[src/cela_pkg.sv]
// types, constants and the log table of the loss accumulator
// depends on nothing
package cela_pkg;

   localparam int MAX_ROWS_DEF  = 65536;
   localparam int FRAC_BITS_DEF = 15;

   localparam int SUM_W   = 48;
   localparam int NL_W    = 28;
   localparam int TERM_W  = NL_W + 16 - 15;
   localparam int Q_DEPTH = 4;
   localparam int Q_AW    = 2;

   localparam logic [27:0] LN2_Q24 = 28'd11629080;

   typedef struct packed {
      logic [15:0] predicted_prob;
      logic [15:0] target_weight;
      logic        row_end;
      logic        set_end;
   } req_type;

   typedef struct packed {
      logic [31:0] mean_loss;
      logic        overflow_flag;
   } rsp_type;

   typedef struct packed {
      logic [TERM_W-1:0] term;
      logic              row_end;
      logic              set_end;
   } term_type;

   typedef enum logic [1:0] {
      BK_ACCUM,
      BK_DIVIDE,
      BK_DELIVER
   } back_state_type;

   // ln(1 + k/16) in q.24
   function automatic logic [23:0] ln_tab(input logic [4:0] k);
      logic [23:0] v;
      case (k)
         5'd0:    v = 24'd0;
         5'd1:    v = 24'd1017112;
         5'd2:    v = 24'd1976071;
         5'd3:    v = 24'd2883169;
         5'd4:    v = 24'd3743728;
         5'd5:    v = 24'd4562291;
         5'd6:    v = 24'd5342767;
         5'd7:    v = 24'd6088544;
         5'd8:    v = 24'd6802576;
         5'd9:    v = 24'd7487455;
         5'd10:   v = 24'd8145470;
         5'd11:   v = 24'd8778647;
         5'd12:   v = 24'd9388795;
         5'd13:   v = 24'd9977530;
         5'd14:   v = 24'd10546303;
         5'd15:   v = 24'd11096425;
         5'd16:   v = 24'd11629080;
         default: v = 24'd0;
      endcase
      return v;
   endfunction

endpackage

[src/cela_front.sv]
// front end: clamps the prediction, takes its negated log and weights it
// depends on cela_pkg
module cela_front #(
   parameter int FRAC_BITS = cela_pkg::FRAC_BITS_DEF
) (
   input  logic              clock,
   input  logic              reset,
   input  logic              req_valid,
   output logic              req_stall,
   input  cela_pkg::req_type req,
   output logic              push,
   input  logic              full,
   output cela_pkg::term_type push_data
);
   import cela_pkg::*;

   localparam int DN = 24 - FRAC_BITS;

   logic        v1_ff, v1_in, v2_ff, v2_in, v3_ff, v3_in;
   logic        en1, en2, en3;
   logic [14:0] p;
   logic [3:0]  e;
   logic [29:0] shifted;
   logic [4:0]  k;
   logic [23:0] t_lo, t_hi;

   logic [23:0] s1_t0_ff;
   logic [19:0] s1_dif_ff;
   logic [10:0] s1_r_ff;
   logic [27:0] s1_base_ff;
   logic [15:0] s1_tw_ff;
   logic        s1_re_ff, s1_se_ff;

   logic [23:0] s2_t0_ff;
   logic [30:0] s2_prod_ff;
   logic [27:0] s2_base_ff;
   logic [15:0] s2_tw_ff;
   logic        s2_re_ff, s2_se_ff;

   logic [NL_W-1:0] s3_nl_ff;
   logic [15:0]     s3_tw_ff;
   logic            s3_re_ff, s3_se_ff;

   logic [27:0]       lnm, nlog;
   logic [NL_W+15:0]  wprod;

   assign en3 = !v3_ff || !full;
   assign en2 = !v2_ff || en3;
   assign en1 = !v1_ff || en2;
   assign req_stall = !en1;

   assign v1_in = en1 ? req_valid : v1_ff;
   assign v2_in = en2 ? v1_ff : v2_ff;
   assign v3_in = en3 ? v2_ff : v3_ff;

   // clamp, leading one and table lookup
   always_comb begin
      if (req.predicted_prob == 16'd0) begin
         p = 15'd1;
      end else if (req.predicted_prob > 16'd32767) begin
         p = 15'd32767;
      end else begin
         p = req.predicted_prob[14:0];
      end
      e = 4'd0;
      for (int i = 1; i < 15; i++) begin
         if (p[i]) begin
            e = 4'(i);
         end
      end
      shifted = {15'd0, p} << (4'd15 - e);
      k    = {1'b0, shifted[14:11]};
      t_lo = ln_tab(k);
      t_hi = ln_tab(k + 5'd1);
   end

   always_comb begin
      lnm   = {4'd0, s2_t0_ff} + {8'd0, s2_prod_ff[30:11]};
      nlog  = (s2_base_ff - lnm) >> DN;
      wprod = s3_nl_ff * s3_tw_ff;
   end

   always_ff @(posedge clock) begin
      if (reset) begin
         v1_ff <= 1'b0;
         v2_ff <= 1'b0;
         v3_ff <= 1'b0;
      end else begin
         v1_ff <= v1_in;
         v2_ff <= v2_in;
         v3_ff <= v3_in;
      end
   end

   always_ff @(posedge clock) begin
      if (en1) begin
         s1_t0_ff   <= t_lo;
         s1_dif_ff  <= 20'(t_hi - t_lo);
         s1_r_ff    <= shifted[10:0];
         s1_base_ff <= 28'({24'd0, 4'd15 - e} * LN2_Q24);
         s1_tw_ff   <= req.target_weight;
         s1_re_ff   <= req.row_end;
         s1_se_ff   <= req.set_end;
      end
      if (en2) begin
         s2_t0_ff   <= s1_t0_ff;
         s2_prod_ff <= s1_dif_ff * s1_r_ff;
         s2_base_ff <= s1_base_ff;
         s2_tw_ff   <= s1_tw_ff;
         s2_re_ff   <= s1_re_ff;
         s2_se_ff   <= s1_se_ff;
      end
      if (en3) begin
         s3_nl_ff <= NL_W'(nlog);
         s3_tw_ff <= s2_tw_ff;
         s3_re_ff <= s2_re_ff;
         s3_se_ff <= s2_se_ff;
      end
   end

   assign push              = v3_ff && !full;
   assign push_data.term    = wprod[NL_W+15:15];
   assign push_data.row_end = s3_re_ff;
   assign push_data.set_end = s3_se_ff;

endmodule

[src/cela_queue.sv]
// short queue of weighted terms between front and back
// depends on cela_pkg
module cela_queue (
   input  logic                clock,
   input  logic                reset,
   input  logic                push,
   input  cela_pkg::term_type  push_data,
   output logic                full,
   input  logic                pop,
   output logic                avail,
   output cela_pkg::term_type  pop_data
);
   import cela_pkg::*;

   term_type          slot_ff [Q_DEPTH];
   logic [Q_AW-1:0]   wr_ff, wr_in, rd_ff, rd_in;
   logic [Q_AW:0]     cnt_ff, cnt_in;

   assign full     = cnt_ff == (Q_AW+1)'(Q_DEPTH);
   assign avail    = cnt_ff != '0;
   assign pop_data = slot_ff[rd_ff];

   always_comb begin
      wr_in  = push ? wr_ff + 1'b1 : wr_ff;
      rd_in  = pop ? rd_ff + 1'b1 : rd_ff;
      cnt_in = cnt_ff;
      if (push && !pop) begin
         cnt_in = cnt_ff + 1'b1;
      end else if (pop && !push) begin
         cnt_in = cnt_ff - 1'b1;
      end
   end

   always_ff @(posedge clock) begin
      if (reset) begin
         wr_ff  <= '0;
         rd_ff  <= '0;
         cnt_ff <= '0;
      end else begin
         wr_ff  <= wr_in;
         rd_ff  <= rd_in;
         cnt_ff <= cnt_in;
      end
   end

   always_ff @(posedge clock) begin
      if (push) begin
         slot_ff[wr_ff] <= push_data;
      end
   end

endmodule

[src/cela_back.sv]
// back end: saturating accumulate, row count and serial mean division
// depends on cela_pkg
module cela_back #(
   parameter int MAX_ROWS  = cela_pkg::MAX_ROWS_DEF,
   parameter int FRAC_BITS = cela_pkg::FRAC_BITS_DEF
) (
   input  logic               clock,
   input  logic               reset,
   input  logic               avail,
   input  cela_pkg::term_type pop_data,
   output logic               pop,
   output logic               rsp_valid,
   input  logic               rsp_stall,
   output cela_pkg::rsp_type  rsp
);
   import cela_pkg::*;

   localparam int RW   = $clog2(MAX_ROWS + 1);
   localparam int UP   = (FRAC_BITS <= 16) ? 16 - FRAC_BITS : 0;
   localparam int DN   = (FRAC_BITS > 16) ? FRAC_BITS - 16 : 0;
   localparam int DIVW = SUM_W + UP;
   localparam int CW   = $clog2(DIVW + 1);

   back_state_type state_ff, state_in;

   logic [SUM_W-1:0] sum_ff, sum_in;
   logic [RW-1:0]    rows_ff, rows_in;
   logic             sat_ff, sat_in;
   logic [SUM_W:0]   sum_add;

   logic [DIVW-1:0]  dq_ff;
   logic [RW:0]      rem_ff;
   logic [RW-1:0]    dvs_ff;
   logic             dsat_ff;
   logic [CW-1:0]    cnt_ff;
   logic [RW:0]      rem_sh, rem_sub;
   logic             q_bit;
   logic [DIVW-1:0]  mean_full;

   logic             out_v_ff;
   rsp_type          out_ff;

   logic take, start, div_done, load_out;

   assign rsp_valid = out_v_ff;
   assign rsp       = out_ff;

   always_comb begin
      state_in = state_ff;
      case (state_ff)
         BK_ACCUM: begin
            if (avail && pop_data.set_end) begin
               state_in = BK_DIVIDE;
            end
         end
         BK_DIVIDE: begin
            if (cnt_ff == CW'(1)) begin
               state_in = BK_DELIVER;
            end
         end
         BK_DELIVER: begin
            if (!out_v_ff || !rsp_stall) begin
               state_in = BK_ACCUM;
            end
         end
         default: state_in = BK_ACCUM;
      endcase
   end

   always_comb begin
      take     = 1'b0;
      div_done = 1'b0;
      load_out = 1'b0;
      case (state_ff)
         BK_ACCUM:   take = avail;
         BK_DIVIDE:  div_done = 1'b0;
         BK_DELIVER: load_out = !out_v_ff || !rsp_stall;
         default:    take = 1'b0;
      endcase
   end

   assign pop   = take;
   assign start = take && pop_data.set_end;

   // saturating accumulate and row count for the popped item
   always_comb begin
      sum_add = {1'b0, sum_ff} + (SUM_W+1)'(pop_data.term);
      sum_in  = sum_ff;
      rows_in = rows_ff;
      sat_in  = sat_ff;
      if (take) begin
         if (sum_add[SUM_W]) begin
            sum_in = '1;
            sat_in = 1'b1;
         end else begin
            sum_in = sum_add[SUM_W-1:0];
         end
         if (pop_data.row_end || pop_data.set_end) begin
            if (rows_ff != RW'(MAX_ROWS)) begin
               rows_in = rows_ff + 1'b1;
            end else begin
               sat_in = 1'b1;
            end
         end
      end
   end

   // one quotient bit per cycle
   always_comb begin
      rem_sh  = {rem_ff[RW-1:0], dq_ff[DIVW-1]};
      q_bit   = rem_sh >= {1'b0, dvs_ff};
      rem_sub = q_bit ? rem_sh - {1'b0, dvs_ff} : rem_sh;
      mean_full = dq_ff >> DN;
   end

   always_ff @(posedge clock) begin
      if (reset) begin
         state_ff <= BK_ACCUM;
         sum_ff   <= '0;
         rows_ff  <= '0;
         sat_ff   <= 1'b0;
         out_v_ff <= 1'b0;
         cnt_ff   <= '0;
      end else begin
         state_ff <= state_in;
         if (start) begin
            sum_ff  <= '0;
            rows_ff <= '0;
            sat_ff  <= 1'b0;
            cnt_ff  <= CW'(DIVW);
         end else begin
            sum_ff  <= sum_in;
            rows_ff <= rows_in;
            sat_ff  <= sat_in;
            if (state_ff == BK_DIVIDE && !div_done) begin
               cnt_ff <= cnt_ff - 1'b1;
            end
         end
         if (load_out) begin
            out_v_ff <= 1'b1;
         end else if (!rsp_stall) begin
            out_v_ff <= 1'b0;
         end
      end
   end

   always_ff @(posedge clock) begin
      if (start) begin
         dq_ff   <= DIVW'(sum_in) << UP;
         rem_ff  <= '0;
         dvs_ff  <= rows_in;
         dsat_ff <= sat_in;
      end else if (state_ff == BK_DIVIDE) begin
         dq_ff  <= {dq_ff[DIVW-2:0], q_bit};
         rem_ff <= rem_sub;
      end
      if (load_out) begin
         if (mean_full > DIVW'(32'hFFFF_FFFF)) begin
            out_ff.mean_loss     <= 32'hFFFF_FFFF;
            out_ff.overflow_flag <= 1'b1;
         end else begin
            out_ff.mean_loss     <= mean_full[31:0];
            out_ff.overflow_flag <= dsat_ff;
         end
      end
   end

endmodule

[src/cross_entropy_loss_accumulator.sv]
// top level of the cross-entropy loss accumulator
// depends on cela_pkg, cela_front, cela_queue and cela_back
//
//   port group  dir  payload   meaning
//   req_*       in   req_type  prediction, target weight, row and set marks
//   rsp_*       out  rsp_type  mean loss in q16.16 and overflow flag
//
// the front, unless stalled, takes one item a cycle into a three-stage log
// and weight pipe; a four-entry term queue sits between front and back
// the back adds one term a cycle while accumulating; a set end starts a
// restoring divide forming 48 + (16 - FRAC_BITS, if positive) quotient
// bits one at a time, and pops nothing more until the mean is in the output register
// reset is synchronous and clears sums, counts, pipe and queue occupancy
// either side may stall; the queue and output register hold items meanwhile
module cross_entropy_loss_accumulator #(
   parameter int MAX_ROWS  = cela_pkg::MAX_ROWS_DEF,
   parameter int FRAC_BITS = cela_pkg::FRAC_BITS_DEF
) (
   input  logic              clock,
   input  logic              reset,
   input  logic              req_valid,
   output logic              req_stall,
   input  cela_pkg::req_type req,
   output logic              rsp_valid,
   input  logic              rsp_stall,
   output cela_pkg::rsp_type rsp
);
   import cela_pkg::*;

   // terms travelling from front to back
   logic     push, full, pop, avail;
   term_type push_data, pop_data;

   cela_front #(
      .FRAC_BITS(FRAC_BITS)
   ) u_front (
      .clock    (clock),
      .reset    (reset),
      .req_valid(req_valid),
      .req_stall(req_stall),
      .req      (req),
      .push     (push),
      .full     (full),
      .push_data(push_data)
   );

   cela_queue u_queue (
      .clock    (clock),
      .reset    (reset),
      .push     (push),
      .push_data(push_data),
      .full     (full),
      .pop      (pop),
      .avail    (avail),
      .pop_data (pop_data)
   );

   // accumulate, count rows, divide at set end
   cela_back #(
      .MAX_ROWS (MAX_ROWS),
      .FRAC_BITS(FRAC_BITS)
   ) u_back (
      .clock    (clock),
      .reset    (reset),
      .avail    (avail),
      .pop_data (pop_data),
      .pop      (pop),
      .rsp_valid(rsp_valid),
      .rsp_stall(rsp_stall),
      .rsp      (rsp)
   );

endmodule

[config.mk]
export PLATFORM = sky130hd
export DESIGN_NAME = cross_entropy_loss_accumulator
export DESIGN_NICKNAME = d
export VERILOG_FILES = /design/src/cela_pkg.sv /design/src/cela_front.sv /design/src/cela_queue.sv /design/src/cela_back.sv /design/src/cross_entropy_loss_accumulator.sv
export SDC_FILE = /design/constraint.sdc
export NUM_CORES = 2
export LEC_CHECK = 0
export BUFFER_PORTS_ARGS = -buffer_cell sky130_fd_sc_hd__buf_2
export CORE_MARGIN = 2
export CORE_UTILIZATION = 30
export CTS_BUF_LIST = sky130_fd_sc_hd__clkbuf_2
export CTS_CLUSTER_DIAMETER = 80
export DETAILED_ROUTE_END_ITERATION = 12
export SKIP_CTS_REPAIR_TIMING = 1
export SLEW_MARGIN = 20
export SYNTH_ARGS = -nofsm -noshare
export SYNTH_HDL_FRONTEND = slang
export SYNTH_SLANG_ARGS = --single-unit
[constraint.sdc]
create_clock -name clock -period 7.3 [get_ports clock]
set_input_delay 0.73 -clock clock [delete_from_list [all_inputs] [get_ports clock]]
set_output_delay 0.73 -clock clock [all_outputs]
set_load 0.005 [all_outputs]
* Word level (Yosys, flattened, before mapping) *
Memories as Yosys holds them, arrays and structs flattened. A register that Yosys moved wholly into a read port is not among the register bits.
Cells that the tools add are included.

operators by class
  $lt $le $gt $ge = 3
  eq/ne operators = 9
  $add $sub $neg = 13
  $mul = 3
  shift operators = 1
  reduce and logical (&&, ||, !) cells = 26
  multiplexer cells = 44

operators by type and width
  kind                                                              number
  two-way mux 49 bit                                                2
  two-way mux 48 bit                                                2
  two-way mux 17 bit                                                4
  adder 48 x 29 -> 49 bit                                           1
  greater-than comparator 49 x 32 -> 1 bit (second input constant)  1
  multiplier 19 x 16 -> 35 bit                                      1
  multiplier 20 x 11 -> 31 bit                                      1
  two-way mux 15 bit                                                2
  two-way mux 4 bit                                                 7
  subtractor 28 bit                                                 1
  adder 24 x 20 -> 25 bit                                           1
  multiplier 4 x 21 -> 25 bit (second input constant)               1
  subtractor 20 bit                                                 1
  >= comparator 18 x 17 -> 1 bit                                    1
  two-way mux 3 bit                                                 6
  adder 17 x 1 -> 17 bit (second input constant)                    1
  inequality test 17 bit (second input constant)                    1
  subtractor 17 bit                                                 1
  greater-than comparator 16 x 15 -> 1 bit (second input constant)  1
  zero test 16 bit                                                  1
  left shift 15 x 4 -> 15 bit                                       1
  two-way mux 2 bit                                                 7
  two-way mux 6 bit                                                 2
  two-way mux 1 bit                                                 11
  20 further kinds                                                  41

word-level totals
  memory bits (writable) = 88
  flip-flop bits (word level) = 435
  memories = 3
  bits in read-only memories = 1152
  logic and storage cells = 139

memory list
  name              words  width  read ports  clocked after Yosys merged registers in  write ports  line              RTL
  (name not given)  32     24     1           0                                        0            cela_pkg.sv:43    case (k)
  (name not given)  16     24     1           0                                        0            cela_pkg.sv:43
  u_queue.slot_ff   4      22     1           1                                        1            cela_queue.sv:15  term_type slot_ff [Q_DEPTH];

* Logic depth before layout (Yosys ltp) *
An unclocked memory read counts as a cell.

  depth after elaboration = 22
  depth in mapped cells = 32
  gate-level depth less buffers = 27

* By module *
A second synthesis with hierarchy kept.

second synthesis, totals
  cells, all modules = 4129
  area, all modules = 43116.4 um2

by module, submodules not included
  module      times used  area each (um2)  cells each
  cela_front  1           27771.6          2812
  cela_back   1           10440.0          1112
  cela_queue  1           4904.7           205

* Worst setup path after synthesis *
OpenSTA, ideal clock, no wires.

  path kind = register -> register
  start = register u_front.s3_tw_ff[6]
  end = memory u_queue.slot_ff[0][21] (netlist name), data pin
  library setup time = 0.286 ns
  path slack = 0.365 ns
  arrival = 6.648 ns
  stages on the path, launching flop included = 27
  path buffers = 2
  path through = edfxtp_1 clkbuf_1 clkbuf_1 nand2_1 fa_1 inv_1 fa_1 inv_1 fa_1 inv_1 fa_1 inv_1 fa_1 inv_1 fa_1 ha_1 nand2_1 nand3_1 a211oi_1 o211ai_1 a221oi_1 or4_1 and3_1 a311oi_1 and4_1 a2111oi_0 xnor2_1

RTL lines
  what                    line               RTL
  start, declared         cela_front.sv:41   logic [15:0] s3_tw_ff;
  start signal, assigned  cela_front.sv:115  s3_tw_ff <= s2_tw_ff;
  end, declared           cela_queue.sv:15

==> flow_summary.ini <==
[setup_path]
slowest_stage = fa_1
crit_family = adder cells
critPathMaxFanout = 7
cpPeakStageDelay_ns = 0.55
critPathLaunchType = flop
cp_cell_sequence = and2_1 -> fa_1 -> fa_1 -> inv_1 -> fa_1 -> inv_1 -> fa_1 -> inv_1 -> fa_1 -> inv_1 -> fa_1 -> ha_1 -> o21a_1 -> nor2_1 -> a41oi_1 -> and3_1 -> a221oi_1 -> buf_4 -> or4_1 -> and3_1 -> a311oi_2 -> a21o_1 -> a21oi_1 -> xnor2_1
critPathMostFrequentCell = fa_1
cp.arrival_ns = 7.97
required_ns = 8.39
setup.worst_path.end_class = flop
path_buf_inv = 5
crit_type = flop to flop

[final_layout]
seq_area_sq_um = 14400
num-nets-final = 4885
syn_to_final_growth_pct = 10.8
mostFrequentLayoutCell = nand2_1
drive_above_1_share = 0.110
instances_no_fill = 6021
design_area_sq_um = 45400
multi_input_area_sq_um = 24200
mostFrequentLayoutCells = nand2_1, inv_1, edfxtp_1, fa_1, ha_1
fillers = 13800

[global_route]
grt_pass1_vias = 29400
grt_usage = 0.137
grt_pass1_wl_um = 155000
grt-ovfl-total = 0
antenna_found_initial = 2
grt_max_degree = 73

[synthesis]
yosys.area.top_type = edfxtp_1
synth_flop_cell = edfxtp_1
yosysUniqueCellTypes = 95
synth-edff-count = 409
synthTopCellsByArea = edfxtp_1, fa_1, ha_1, dfxtp_1, nand2_1
synth.top_cell.area_share = 0.300
netlist_instances = 3953
syn_avg_cell_area_sq_um = 10.4
synthesis.nets = 4705
ys_ff_latch = 514
async_flop_share = 0
ys_seq_area_frac = 0.351
syn_area_sq_um = 41000
ys_warn_count = 0

[timing]
worstMarginPinSlew_ns = 1.06
hold_viol = 0
rsz0062_at_grt = no
final.setup_skew_ns = 0.100
max_freq_mhz = 145
period_minus_slack_ns = 6.88
setup_viol = 0
period_share = 0.943
tns_ns = 0
slew_headroom = 0.294
finalMaxSlewViolations = 0

[floorplan]
dieHeight_um = 374
die-width_um = 374
core_sq_um = 135000
io_pins = 73
start_util = 0.303
rows = 135
dieArea_sq_um = 140000

[routing]
dr.pass1.iters = 5
antenna_left = 0
num_vias = 28200
wl_per_cell_um = 15.8
drt-initial-drc-count = 1865
drt-total-wl_um = 95300
viasPerCell = 4.69
drc = 0

[clock_tree]
worstSkewPairLatency_ns = 1.37
clkSlewWorstSetupHoldPaths_ns = 0.10
cts-root-buf = clkbuf_2
cts_sinks = 514
numCtsBuffers = 141
cts_buffer_depth = 3
cts-htree-levels = 4
cts_tree = yes

[job]
drv_cap = 0

[min_path]
hold_path_class = input pin to flop

[placed_design]
portBuffers = 72
placed_area_sq_um = 43700
place_inst = 5743
dpl.hpwl_um = 73400
place_congestion = 0.917

[status]
outcome = finished clean
-- through the flow --
| step | hold WS [ns] | utilization | worst slack [ns] |
|---|---|---|---|
| finish | 0.145 | 0.335 | 0.419 |
| CTS | -0.691 | 0.333 | 0.222 |
| global route | 0.0226 | 0.335 | 0.0228 |
| detailed placement | 0.405 | 0.323 | 0.208 |
| floorplan | 0.400 | - | 0.365 |
| global placement | 0.402 | 0.323 | 0.284 |
-- per-layer routing --
metal  global-route usage  vias up  routed length [um]
met5                    0        -                   0
met4               0.0453        0                2030
met3               0.0216      130                3870
met2                0.234      631               46400
met1                0.177    13800               43000
li1                     -    13700                   -
-- worst paths after layout --
kind,startpoint,end,slack [ns],depth (start not counted)
max,u_front.s3_nl_ff[3]$_DFFE_PP_,u_queue.slot_ff[3][20]$_DFFE_PP_,0.42,24
min,req[1],u_front.s1_re_ff$_DFFE_PN_,0.15,2
max reg2reg,u_front.s3_nl_ff[3]$_DFFE_PP_,u_queue.slot_ff[3][20]$_DFFE_PP_,0.42,24
min reg2reg,u_front.s1_se_ff$_DFFE_PN_,u_front.s2_se_ff$_DFFE_PP_,0.38,0
-- worst reg2reg max path, cell delays in order, from the launching register on --
cell and delay [ns]:
edfxtp_1 0.50, and2_1 0.22, fa_1 0.40, fa_1 0.55, inv_1 0.06, fa_1 0.48
inv_1 0.06, fa_1 0.54, inv_1 0.06, fa_1 0.54, inv_1 0.06, fa_1 0.48
ha_1 0.32, o21a_1 0.12, nor2_1 0.04, a41oi_1 0.23, and3_1 0.19, a221oi_1 0.07
buf_4 0.18, or4_1 0.52, and3_1 0.20, a311oi_2 0.30, a21o_1 0.20, a21oi_1 0.09
xnor2_1 0.27
-- cell families (layout without fill, tap and decap cells) --
logic type,after synthesis,count (layout),share of synthesized area
flip-flops,514,514,0.351
other,1,7,0.0000915
AND/OR/NAND/NOR,1253,1253,0.147
adder cells (fa/ha/maj),714,714,0.292
XOR/XNOR,178,178,0.0384
AO/OA/AOI/OAI,589,589,0.0912
buffers and inverters,650,931,0.0608
multiplexers,54,54,0.0202
-- cells in the mapped netlist, drive strengths merged (59+ instances only) --
cell	count
and2	214
nor2	204
xnor2	122
nand2	512
a21oi	169
o21ai	158
dfxtp	105
nand3	59
fa	403
ha	311
inv	490
clkbuf	135
a21o	64
edfxtp	409
-- cell type report --
| cell class | count | area share |
|---|---|---|
| multi-input cells | 2789 | 0.532 |
| flip-flops and latches | 514 | 0.317 |
| well taps | 1781 | 0.0491 |
| inverters | 491 | 0.0407 |
| repair buffers | 196 | 0.0300 |
| clock buffers | 199 | 0.0219 |
| clock inverters | 45 | 0.00890 |
| diodes | 6 | 0.000331 |
-- sequential cells by signal, summed over array words and instances, names as in the netlist, 2 cells and up, named ones only --
signal / flops
u_front.s1_t0_ff: 24
u_back.rem_ff: 17
u_back.dvs_ff: 17
u_front.s2_prod_ff: 20
u_front.s1_base_ff: 25
u_front.s1_tw_ff: 16
u_front.s2_base_ff: 25
u_front.s2_tw_ff: 16
u_back.sum_ff: 48
u_front.s1_dif_ff: 20
u_front.s1_r_ff: 11
u_back.state_ff: 2
u_queue.cnt_ff: 3
u_queue.wr_ff: 2
u_back.rows_ff: 17
u_back.cnt_ff: 6
u_queue.slot_ff: 88
u_queue.rd_ff: 2
u_back.rsp: 33
u_front.s2_t0_ff: 24
u_back.dq_ff: 49
u_front.s3_nl_ff: 19
u_front.s3_tw_ff: 16
Power is left out: the tool's default activity adds up to more than one toggle a clock period on the data nets, which glitch-free logic cannot reach.
